$ cat src/hw/rtl/rtpfu_pkg.sv
// Shared types and constants of the H.264 FU-A RTP packetizer.
`default_nettype none

package rtpfu_pkg;

    localparam int FRAME_LENGTH_WIDTH = 20;
    localparam int QUEUE_DEPTH        = 4;
    localparam int CFG_DATA_WIDTH     = 32;
    localparam int MIN_FRAME_BYTES    = 5;

    localparam logic [10:0] MIN_PAYLOAD   = 11'd64;
    localparam logic [10:0] MAX_PAYLOAD   = 11'd1460;
    localparam logic [10:0] RTP_HDR_BYTES = 11'd12;
    localparam logic [10:0] FU_HDR_BYTES  = 11'd2;

    localparam logic [7:0] RTP_VERSION_BYTE = 8'h80;
    localparam logic [7:0] FU_INDICATOR     = 8'h7C;
    localparam logic [7:0] FU_TYPE_MASK     = 8'h1F;
    localparam logic [7:0] FU_START         = 8'h80;
    localparam logic [7:0] FU_END           = 8'h40;

    localparam logic [1:0] CFG_MAX_PAYLOAD  = 2'd0;
    localparam logic [1:0] CFG_TS_INCREMENT = 2'd1;
    localparam logic [1:0] CFG_SSRC         = 2'd2;
    localparam logic [1:0] CFG_PAYLOAD_TYPE = 2'd3;

    localparam logic [10:0] RST_MAX_PAYLOAD  = 11'd1300;
    localparam logic [31:0] RST_TS_INCREMENT = 32'd3750;
    localparam logic [31:0] RST_SSRC         = 32'h98765432;
    localparam logic [6:0]  RST_PAYLOAD_TYPE = 7'd96;

    typedef struct packed {
        logic [7:0]                    in_byte;
        logic                          frame_start;
        logic [FRAME_LENGTH_WIDTH-1:0] frame_length;
    } rtpfu_in_t;

    typedef struct packed {
        logic [7:0]  out_byte;
        logic        packet_last;
        logic [10:0] packet_length;
    } rtpfu_out_t;

    typedef struct packed {
        logic [7:0]  data;
        logic        hdr;
        logic        fu;
        logic [7:0]  fu_hdr;
        logic        last;
        logic [10:0] pkt_len;
        logic [15:0] seq;
        logic [31:0] ts;
    } rtpfu_cmd_t;

endpackage

`default_nettype wire

$ cat src/hw/rtl/rtp_h264_fu_a_packetizer.sv
// Top level of the H.264 FU-A RTP packetizer with its configuration registers.
//
// Frame bytes enter one per cycle unless the queue is full; the front end
// drops the start code and turns the other bytes, bar a fragmented frame's
// NAL header, into requests that a four-entry queue hands to the back end,
// which sends one packet byte per cycle unless stalled. A byte that opens a
// packet expands into 13 output bytes (15 for an FU-A fragment), so the
// input stalls at each packet start once the queue fills; the user writes
// configuration registers through the plain write port while the block is idle (not enforced by the block).
`default_nettype none

module rtp_h264_fu_a_packetizer
    import rtpfu_pkg::*;
#(
    parameter int LENGTH_BITS = 20
) (
    input  wire logic                      clk,
    input  wire logic                      rst_n,
    input  wire logic                      in_valid,
    output logic                           in_ready,
    input  wire rtpfu_in_t                 in_data,
    output logic                           out_valid,
    input  wire logic                      out_ready,
    output rtpfu_out_t                     out_data,
    input  wire logic                      cfg_wr_en,
    input  wire logic [1:0]                cfg_index,
    input  wire logic [CFG_DATA_WIDTH-1:0] cfg_data
);

    logic [10:0] max_payload_reg;
    logic [31:0] ts_increment_reg;
    logic [31:0] ssrc_reg;
    logic [6:0]  payload_type_reg;

    logic        q_full;
    logic        q_push;
    logic        q_pop;
    logic        q_valid;
    rtpfu_cmd_t  q_in;
    rtpfu_cmd_t  q_head;

    always_ff @(posedge clk or negedge rst_n)
    begin
        if (!rst_n)
        begin
            max_payload_reg  <= RST_MAX_PAYLOAD;
            ts_increment_reg <= RST_TS_INCREMENT;
            ssrc_reg         <= RST_SSRC;
            payload_type_reg <= RST_PAYLOAD_TYPE;
        end
        else if (cfg_wr_en)
        begin
            case (cfg_index)
                CFG_MAX_PAYLOAD:  max_payload_reg  <= cfg_data[10:0];
                CFG_TS_INCREMENT: ts_increment_reg <= cfg_data[31:0];
                CFG_SSRC:         ssrc_reg         <= cfg_data[31:0];
                CFG_PAYLOAD_TYPE: payload_type_reg <= cfg_data[6:0];
                default:          ;
            endcase
        end
    end

    rtpfu_front #(
        .LENGTH_BITS (LENGTH_BITS)
    ) u_front (
        .clk          (clk),
        .rst_n        (rst_n),
        .in_valid     (in_valid),
        .in_ready     (in_ready),
        .in_data      (in_data),
        .max_payload  (max_payload_reg),
        .ts_increment (ts_increment_reg),
        .q_full       (q_full),
        .push         (q_push),
        .cmd          (q_in)
    );

    rtpfu_queue u_queue (
        .clk       (clk),
        .rst_n     (rst_n),
        .push      (q_push),
        .push_data (q_in),
        .pop       (q_pop),
        .full      (q_full),
        .q_valid   (q_valid),
        .head      (q_head)
    );

    rtpfu_back u_back (
        .clk          (clk),
        .rst_n        (rst_n),
        .q_valid      (q_valid),
        .head         (q_head),
        .pop          (q_pop),
        .out_valid    (out_valid),
        .out_ready    (out_ready),
        .out_data     (out_data),
        .payload_type (payload_type_reg),
        .ssrc         (ssrc_reg)
    );

endmodule

`default_nettype wire

$ cat src/hw/rtl/rtpfu_front.sv
// Front end: strips the start code, tracks packet and fragment bounds, queues byte requests.
`default_nettype none

module rtpfu_front
    import rtpfu_pkg::*;
#(
    parameter int LENGTH_BITS = 20
) (
    input  wire logic        clk,
    input  wire logic        rst_n,
    input  wire logic        in_valid,
    output logic             in_ready,
    input  wire rtpfu_in_t   in_data,
    input  wire logic [10:0] max_payload,
    input  wire logic [31:0] ts_increment,
    input  wire logic        q_full,
    output logic             push,
    output rtpfu_cmd_t       cmd
);

    localparam int LB = LENGTH_BITS;

    logic          active_reg,   active_next;
    logic [LB-1:0] frame_len_reg, frame_len_next;
    logic [LB-1:0] idx_reg,      idx_next;
    logic [1:0]    zeros_reg,    zeros_next;
    logic          start4_reg,   start4_next;
    logic [7:0]    nal_reg,      nal_next;
    logic          frag_reg,     frag_next;
    logic          first_reg,    first_next;
    logic [10:0]   pbc_reg,      pbc_next;
    logic [LB-1:0] pleft_reg,    pleft_next;
    logic [10:0]   pkt_len_reg,  pkt_len_next;
    logic [15:0]   seq_reg,      seq_next;
    logic [31:0]   ts_reg,       ts_next;

    logic          fire;
    logic [10:0]   mp;

    assign in_ready = !q_full;
    assign fire     = in_valid && !q_full;

    always_comb
    begin
        if (max_payload < MIN_PAYLOAD)
        begin
            mp = MIN_PAYLOAD;
        end
        else if (max_payload > MAX_PAYLOAD)
        begin
            mp = MAX_PAYLOAD;
        end
        else
        begin
            mp = max_payload;
        end
    end

    always_comb
    begin
        logic [LB-1:0] len_in;
        logic [LB-1:0] idx;
        logic [LB-1:0] fs;
        logic [2:0]    start_len;
        logic [10:0]   chunk;
        logic [7:0]    fu_hdr;
        logic [7:0]    b;
        logic          work;
        logic          emit_hdr;
        logic          emit_fu;
        logic          emit_pay;
        logic          last;

        len_in    = LB'(in_data.frame_length);
        b         = in_data.in_byte;
        idx       = '0;
        fs        = '0;
        start_len = 3'd3;
        chunk     = '0;
        fu_hdr    = '0;
        work      = 1'b0;
        emit_hdr  = 1'b0;
        emit_fu   = 1'b0;
        emit_pay  = 1'b0;
        last      = 1'b0;

        active_next    = active_reg;
        frame_len_next = frame_len_reg;
        idx_next       = idx_reg;
        zeros_next     = zeros_reg;
        start4_next    = start4_reg;
        nal_next       = nal_reg;
        frag_next      = frag_reg;
        first_next     = first_reg;
        pbc_next       = pbc_reg;
        pleft_next     = pleft_reg;
        pkt_len_next   = pkt_len_reg;
        seq_next       = seq_reg;
        ts_next        = ts_reg;
        push           = 1'b0;
        cmd            = '0;

        if (fire)
        begin
            if (in_data.frame_start)
            begin
                if (len_in < LB'(MIN_FRAME_BYTES))
                begin
                    active_next = 1'b0;
                end
                else
                begin
                    work           = 1'b1;
                    frame_len_next = len_in;
                    idx_next       = '0;
                    zeros_next     = '0;
                    start4_next    = 1'b0;
                    frag_next      = 1'b0;
                    first_next     = 1'b0;
                    pbc_next       = '0;
                    pleft_next     = '0;
                    pkt_len_next   = '0;
                end
            end
            else if (active_reg)
            begin
                work = 1'b1;
            end
        end

        if (work)
        begin
            idx       = idx_next;
            start_len = start4_next ? 3'd4 : 3'd3;
            fs        = frame_len_next - LB'(start_len);

            if (idx < LB'(3))
            begin
                if (b == 8'h00 && zeros_next == idx[1:0])
                begin
                    zeros_next = zeros_next + 2'd1;
                end
            end
            else if (idx == LB'(3) && zeros_next == 2'd3 && b == 8'h01)
            begin
                start4_next = 1'b1;
            end
            else if (idx == LB'(start_len))
            begin
                nal_next = b;
                if (fs <= LB'(mp))
                begin
                    frag_next    = 1'b0;
                    pkt_len_next = RTP_HDR_BYTES + fs[10:0];
                    pbc_next     = fs[10:0];
                    emit_hdr     = 1'b1;
                    emit_pay     = 1'b1;
                end
                else
                begin
                    frag_next  = 1'b1;
                    first_next = 1'b1;
                    pleft_next = fs - LB'(1);
                    pbc_next   = '0;
                end
            end
            else if (!frag_next)
            begin
                if (pbc_next != '0)
                begin
                    emit_pay = 1'b1;
                end
            end
            else if (pleft_next != '0)
            begin
                if (pbc_next == '0)
                begin
                    chunk  = (pleft_next < LB'(mp)) ? pleft_next[10:0] : mp;
                    fu_hdr = nal_next & FU_TYPE_MASK;
                    if (first_next)
                    begin
                        fu_hdr = fu_hdr | FU_START;
                    end
                    else if (LB'(chunk) == pleft_next)
                    begin
                        fu_hdr = fu_hdr | FU_END;
                    end
                    first_next   = 1'b0;
                    pkt_len_next = RTP_HDR_BYTES + FU_HDR_BYTES + chunk;
                    pbc_next     = chunk;
                    emit_hdr     = 1'b1;
                    emit_fu      = 1'b1;
                end
                pleft_next = pleft_next - LB'(1);
                emit_pay   = 1'b1;
            end

            if (emit_pay)
            begin
                if (pbc_next != '0)
                begin
                    pbc_next = pbc_next - 11'd1;
                end
                last        = (pbc_next == '0);
                push        = 1'b1;
                cmd.data    = b;
                cmd.hdr     = emit_hdr;
                cmd.fu      = emit_fu;
                cmd.fu_hdr  = fu_hdr;
                cmd.last    = last;
                cmd.pkt_len = pkt_len_next;
                cmd.seq     = seq_reg;
                cmd.ts      = ts_reg;
                if (last)
                begin
                    seq_next = seq_reg + 16'd1;
                end
            end

            idx_next = idx + LB'(1);
            if (({1'b0, idx} + {{LB{1'b0}}, 1'b1}) >= {1'b0, frame_len_next})
            begin
                active_next = 1'b0;
                ts_next     = ts_reg + ts_increment;
            end
            else
            begin
                active_next = 1'b1;
            end
        end
    end

    always_ff @(posedge clk or negedge rst_n)
    begin
        if (!rst_n)
        begin
            active_reg    <= 1'b0;
            frame_len_reg <= '0;
            idx_reg       <= '0;
            zeros_reg     <= '0;
            start4_reg    <= 1'b0;
            nal_reg       <= '0;
            frag_reg      <= 1'b0;
            first_reg     <= 1'b0;
            pbc_reg       <= '0;
            pleft_reg     <= '0;
            pkt_len_reg   <= '0;
            seq_reg       <= '0;
            ts_reg        <= '0;
        end
        else
        begin
            active_reg    <= active_next;
            frame_len_reg <= frame_len_next;
            idx_reg       <= idx_next;
            zeros_reg     <= zeros_next;
            start4_reg    <= start4_next;
            nal_reg       <= nal_next;
            frag_reg      <= frag_next;
            first_reg     <= first_next;
            pbc_reg       <= pbc_next;
            pleft_reg     <= pleft_next;
            pkt_len_reg   <= pkt_len_next;
            seq_reg       <= seq_next;
            ts_reg        <= ts_next;
        end
    end

endmodule

`default_nettype wire

$ cat src/hw/rtl/rtpfu_queue.sv
// Short request queue between the front end and the packet byte emitter.
`default_nettype none

module rtpfu_queue
    import rtpfu_pkg::*;
(
    input  wire logic       clk,
    input  wire logic       rst_n,
    input  wire logic       push,
    input  wire rtpfu_cmd_t push_data,
    input  wire logic       pop,
    output logic            full,
    output logic            q_valid,
    output rtpfu_cmd_t      head
);

    localparam int PTR_BITS = $clog2(QUEUE_DEPTH);
    localparam int CNT_BITS = $clog2(QUEUE_DEPTH + 1);

    rtpfu_cmd_t            slots_reg [QUEUE_DEPTH];
    logic [PTR_BITS-1:0]   wr_ptr_reg, wr_ptr_next;
    logic [PTR_BITS-1:0]   rd_ptr_reg, rd_ptr_next;
    logic [CNT_BITS-1:0]   count_reg,  count_next;

    assign full    = (count_reg == CNT_BITS'(QUEUE_DEPTH));
    assign q_valid = (count_reg != '0);
    assign head    = slots_reg[rd_ptr_reg];

    always_comb
    begin
        wr_ptr_next = wr_ptr_reg;
        rd_ptr_next = rd_ptr_reg;
        count_next  = count_reg;
        if (push)
        begin
            wr_ptr_next = (wr_ptr_reg == PTR_BITS'(QUEUE_DEPTH - 1)) ? '0
                          : wr_ptr_reg + PTR_BITS'(1);
        end
        if (pop)
        begin
            rd_ptr_next = (rd_ptr_reg == PTR_BITS'(QUEUE_DEPTH - 1)) ? '0
                          : rd_ptr_reg + PTR_BITS'(1);
        end
        if (push && !pop)
        begin
            count_next = count_reg + CNT_BITS'(1);
        end
        else if (pop && !push)
        begin
            count_next = count_reg - CNT_BITS'(1);
        end
    end

    always_ff @(posedge clk)
    begin
        if (push)
        begin
            slots_reg[wr_ptr_reg] <= push_data;
        end
    end

    always_ff @(posedge clk or negedge rst_n)
    begin
        if (!rst_n)
        begin
            wr_ptr_reg <= '0;
            rd_ptr_reg <= '0;
            count_reg  <= '0;
        end
        else
        begin
            wr_ptr_reg <= wr_ptr_next;
            rd_ptr_reg <= rd_ptr_next;
            count_reg  <= count_next;
        end
    end

endmodule

`default_nettype wire

$ cat src/hw/rtl/rtpfu_back.sv
// Back end: emits each queued request's payload byte, led by the RTP header and FU bytes when flagged.
`default_nettype none

module rtpfu_back
    import rtpfu_pkg::*;
(
    input  wire logic        clk,
    input  wire logic        rst_n,
    input  wire logic        q_valid,
    input  wire rtpfu_cmd_t  head,
    output logic             pop,
    output logic             out_valid,
    input  wire logic        out_ready,
    output rtpfu_out_t       out_data,
    input  wire logic [6:0]  payload_type,
    input  wire logic [31:0] ssrc
);

    localparam logic [3:0] POS_VERSION = 4'd0;
    localparam logic [3:0] POS_PT      = 4'd1;
    localparam logic [3:0] POS_SEQ_HI  = 4'd2;
    localparam logic [3:0] POS_SEQ_LO  = 4'd3;
    localparam logic [3:0] POS_TS_3    = 4'd4;
    localparam logic [3:0] POS_TS_2    = 4'd5;
    localparam logic [3:0] POS_TS_1    = 4'd6;
    localparam logic [3:0] POS_TS_0    = 4'd7;
    localparam logic [3:0] POS_SSRC_3  = 4'd8;
    localparam logic [3:0] POS_SSRC_2  = 4'd9;
    localparam logic [3:0] POS_SSRC_1  = 4'd10;
    localparam logic [3:0] POS_SSRC_0  = 4'd11;
    localparam logic [3:0] POS_FU_IND  = 4'd12;
    localparam logic [3:0] POS_FU_HDR  = 4'd13;
    localparam logic [3:0] POS_PAYLOAD = 4'd14;

    logic       busy_reg, busy_next;
    logic [3:0] pos_reg,  pos_next;
    rtpfu_cmd_t cmd_reg,  cmd_next;
    logic       out_fire;
    logic       at_payload;

    assign out_valid  = busy_reg;
    assign out_fire   = busy_reg && out_ready;
    assign at_payload = (pos_reg == POS_PAYLOAD);
    assign pop        = q_valid && (!busy_reg || (out_fire && at_payload));

    always_comb
    begin
        busy_next = busy_reg;
        pos_next  = pos_reg;
        cmd_next  = cmd_reg;
        if (pop)
        begin
            busy_next = 1'b1;
            cmd_next  = head;
            pos_next  = head.hdr ? POS_VERSION : POS_PAYLOAD;
        end
        else if (out_fire)
        begin
            if (at_payload)
            begin
                busy_next = 1'b0;
            end
            else if (pos_reg == POS_SSRC_0)
            begin
                pos_next = cmd_reg.fu ? POS_FU_IND : POS_PAYLOAD;
            end
            else
            begin
                pos_next = pos_reg + 4'd1;
            end
        end
    end

    always_comb
    begin
        case (pos_reg)
            POS_VERSION: out_data.out_byte = RTP_VERSION_BYTE;
            POS_PT:      out_data.out_byte = {1'b0, payload_type};
            POS_SEQ_HI:  out_data.out_byte = cmd_reg.seq[15:8];
            POS_SEQ_LO:  out_data.out_byte = cmd_reg.seq[7:0];
            POS_TS_3:    out_data.out_byte = cmd_reg.ts[31:24];
            POS_TS_2:    out_data.out_byte = cmd_reg.ts[23:16];
            POS_TS_1:    out_data.out_byte = cmd_reg.ts[15:8];
            POS_TS_0:    out_data.out_byte = cmd_reg.ts[7:0];
            POS_SSRC_3:  out_data.out_byte = ssrc[31:24];
            POS_SSRC_2:  out_data.out_byte = ssrc[23:16];
            POS_SSRC_1:  out_data.out_byte = ssrc[15:8];
            POS_SSRC_0:  out_data.out_byte = ssrc[7:0];
            POS_FU_IND:  out_data.out_byte = FU_INDICATOR;
            POS_FU_HDR:  out_data.out_byte = cmd_reg.fu_hdr;
            default:     out_data.out_byte = cmd_reg.data;
        endcase
        out_data.packet_last   = at_payload && cmd_reg.last;
        out_data.packet_length = cmd_reg.pkt_len;
    end

    always_ff @(posedge clk)
    begin
        cmd_reg <= cmd_next;
    end

    always_ff @(posedge clk or negedge rst_n)
    begin
        if (!rst_n)
        begin
            busy_reg <= 1'b0;
            pos_reg  <= POS_PAYLOAD;
        end
        else
        begin
            busy_reg <= busy_next;
            pos_reg  <= pos_next;
        end
    end

endmodule

`default_nettype wire

$ cat config.mk
export PLATFORM = sky130hd
export DESIGN_NAME = rtp_h264_fu_a_packetizer
export DESIGN_NICKNAME = d
export VERILOG_FILES = /design/src/hw/rtl/rtpfu_pkg.sv /design/src/hw/rtl/rtp_h264_fu_a_packetizer.sv /design/src/hw/rtl/rtpfu_front.sv /design/src/hw/rtl/rtpfu_queue.sv /design/src/hw/rtl/rtpfu_back.sv
export SDC_FILE = /design/constraint.sdc
export NUM_CORES = 1
export LEC_CHECK = 0
export BUFFER_PORTS_ARGS = -buffer_cell sky130_fd_sc_hd__buf_4
export CORE_UTILIZATION = 40
export CTS_BUF_LIST = sky130_fd_sc_hd__clkbuf_16
export DETAILED_ROUTE_END_ITERATION = 10
export PLACE_DENSITY_LB_ADDON = 0.1
export SYNTH_ARGS = -nofsm -noshare
export SYNTH_HDL_FRONTEND = slang
export SYNTH_SLANG_ARGS = --single-unit
$ cat constraint.sdc
create_clock -name clk -period 12.2 [get_ports clk]
set_input_delay 1.83 -clock clk [delete_from_list [all_inputs] [get_ports clk]]
set_output_delay 1.83 -clock clk [all_outputs]
set_load 0.005 [all_outputs]
==> metrics.md <==
| Metric | Value |
|---|---|
| H-tree levels | 3 |
| Internal | 4.73 mW |
| Post-Syn Nets | roughly 2600 |
| P&R area growth vs syn | 12.8% |
| Fin area | roughly 35000 µm² |
| Switching Share | between 30% and 40% |
| Leak pwr | 13.5 nW |
| Rel. slew slack | between 20 and 25% |
| GRT Total Usage | 23.2% |
| Final WL | approximately 90000 µm |
| Wire per inst | ~25 µm |
| Post-synth top area cell | edfxtp_1 |
| Die area | around 78000 µm² |
| Final WS setup | 1.99 ns |
| VDD IR-drop max | 117 µV |
| Clock slew at reported path FFs | ~0.06 ns |
| Final period util | between 80% and 90% |
| Cell Pwr Density | about 220 nW/µm² |
| Placed instance area | 32500 µm² |
| Initial Util | ~40% |
| Register area share after synthesis | a little under three fifths |
| Max Fclk | 0.0980 GHz |
| Yosys reg bits | 619 |
| DRC violations left | 0 |
| Syn Area/Cell | approximately 12 µm² |
| Clk_lat worst skew | approximately 0.62 ns |
| Die width | between 200 and 300 µm |
| CTS root buf | clkbuf_16 |
| Via count | between 20000 and 25000 |
| # setup viols final | 0 |
| Top cell type's share of synthesized area | 37.5% |
| Most frequent cells in the layout | 384 x edfxtp_1, 233 x nand2_1, 203 x dfrtp_1 |
| Vias per inst | around 5.6 |
| IO Pins | 90 |
| Synth area leaders | edfxtp_1 37%, dfrtp_1 17%, mux4_2 5.7%, ha_1 3.8%, mux2_2 3.7% |
| Sink Count | between 600 and 700 |
| Final Hold Fails | 0 |
| Layout cell share with drive strength beyond 1 | 18.7% |
| Crit-path max FO | 15 |
| Max Slew Vio Count | 0 |
| Setup CP Type | primary input to register |
| Cells after Synth | ~2500 |
| Max FFs per register | roughly 310 |
| ANT cells | 0 |
| Max Cap Violations | 0 |
| Postcts setup bufs | 0 |
| Rows | 101 |
| Cts hold-fix bufs | 0 |
| Final nets | around 2700 |
| EDFF count, synth | 384 |
| RD Place Congestion | 0.927 |
| # resized after CTS | 0 |
| Most common cell after layout, fill and taps aside | edfxtp_1 |
| Largest net degree at the start of global routing | 150 |
| Grt ovf | 0 |
| CP required | approximately 13 ns |
| Gate power share | 35.3% |
| Die Y | between 200 and 300 µm |
| Post-DP HPWL | between 60000 and 70000 µm |
| Measured slew at the worst slew-check pin | roughly 1.1 ns |
| RSZ-0062 raised after global routing | false |
| Dpl ws | roughly 1.4 ns |
| Reg power frac | 38.0% |
| Syn Std Cell Area | approximately 31000 µm² |
| Clk pwr share | approximately a quarter |
| CTS Buffer Depth | 3 |
| Status | complete, no violations |
| Critical Path AT | 10.69 ns |
| Core area | about 76000 µm² |
| PortBufs | roughly 90 |
| Distinct cell type count after synthesis | 99 |
| First-pass GRT wire length | approximately 140000 µm |
| Vias in the first global route | between 20000 and 25000 |
| Post-Route Setup TNS | 0 ns |
| Pre-antenna DRT Iters | 6 |
| Cts bufs inserted | 71 |
| CP Capture Type | register |
| Async SR Flop Fraction | 38.0% |
| Main synth FF type | edfxtp_1 |
| Hold Slack | around 0.48 ns |
| Startpoint Class | primary input |
| Final min period | a little over 10 ns |
| Clock Skew | about 0.04 ns |
| Antenna-violating nets left | 0 |
| Antenna violations before repair | 3 |
| DRT iter0 DRCs | around 1600 |
| CTS tree | yes |
| HP Class | register to register |
| Total number of yosys warnings | 0 |
| Switch Pwr | between 2 and 3 mW |
cells in the mapped netlist (33+ instances only):
library cell  number
nor2_1           150
dfrtp_1          205
clkbuf_1          86
and2_1            73
inv_1             65
a21oi_1          117
nand3_1           70
ha_1              93
a22oi_1           33
o21ai_0          123
nor3_1            49
mux4_2            78
xnor2_1           75
xor2_1            57
nand2_1          233
mux2_2           100
edfxtp_1         384
cell families after synthesis:
kind of cell,after synthesis,synth area share (%)
simple gates,755,12.3
flops,619,56.7
compound gates,483,10.3
mux,203,10.2
buf+inv,194,2.70
xor+xnor,133,3.81
fa+ha+maj,97,4.01
worst paths after layout:
kind	from	endpoint	slack (ns)	cells after the start
worst min-delay path	u_front.pkt_len_reg[9]	u_front.pkt_len_reg[9]	0.48	2
worst max register to register	u_queue.count_reg[0]	u_front.seq_reg[1]	3.23	27
min in group asynchronous	rst_n	ts_increment_reg[29]	1.17	1
worst max-delay path	in_data[18]	u_front.seq_reg[1]	1.99	28
max in group asynchronous	rst_n	u_back.pos_reg[0]	9.54	2
worst min register to register	u_front.pkt_len_reg[9]	u_front.pkt_len_reg[9]	0.48	2
per-stage QoR:
step | cells | total power, mW | util (%)
floorplan | 2484 | 4.57 | -
global placement | 3518 | 5.54 | 42.8
detailed placement | 3518 | 5.55 | 42.8
CTS | 3646 | 7.58 | 45.6
global route | 3646 | 7.89 | 45.6
finish | 3646 | 7.51 | 45.6
power by group through the flow:
stage | Clock [mW] | Sequential (mW) | Combinational (mW)
finish | 2.01 | 2.85 | 2.65
global route | 2.13 | 2.88 | 2.87
CTS | 2.06 | 2.85 | 2.67
detailed placement | 0 | 2.89 | 2.66
global placement | 0 | 2.89 | 2.66
floorplan | 0 | 2.72 | 1.84
critical path, cell delays in order:
cell and delay, ns:
buf_4 0.11, nor4_1 0.68, nand3_1 0.40, o21ai_4 0.51, nand2_1 0.22, ha_1 0.23, inv_1 0.09, a21oi_1 0.09
maj3_1 0.37, mux2i_1 0.39, a21oi_1 0.11, xnor2_1 0.82, ha_1 0.39, nand4_1 0.14, nor3_1 0.07, o31a_1 0.29
o21ai_0 0.07, a211o_1 0.23, or3_4 0.30, nor3_2 0.07, nor2_1 0.48, ha_1 0.51, o211a_1 0.22, nand4_1 0.16
nor2_1 0.67, o221ai_2 0.56, nor2_1 0.31, mux2_1 0.34
per-layer routing:
metal / global-route usage, % / wire length [µm] / up-vias / share of wire (%)
met5: 0 / 0 / - / 0
met4: 7.64 / 2910 / 0 / 3.2
met3: 2.84 / 3450 / 133 / 3.8
met2: 39.5 / 44300 / 495 / 49
met1: 30.8 / 39300 / 10400 / 44
li1: - / - / 9475 / -
area by class of cell:
class,instances,area (µm²)
Fill cell,6993,41400
Clock inverter,55,337
Tap cell,1030,1290
Multi-Input combinational cell,1671,12500
Inverter,67,253
Clock buffer,73,1830
Sequential cell,619,17500
Timing Repair Buffer,131,1000
Note: power is estimated with default switching activity, not from simulation.
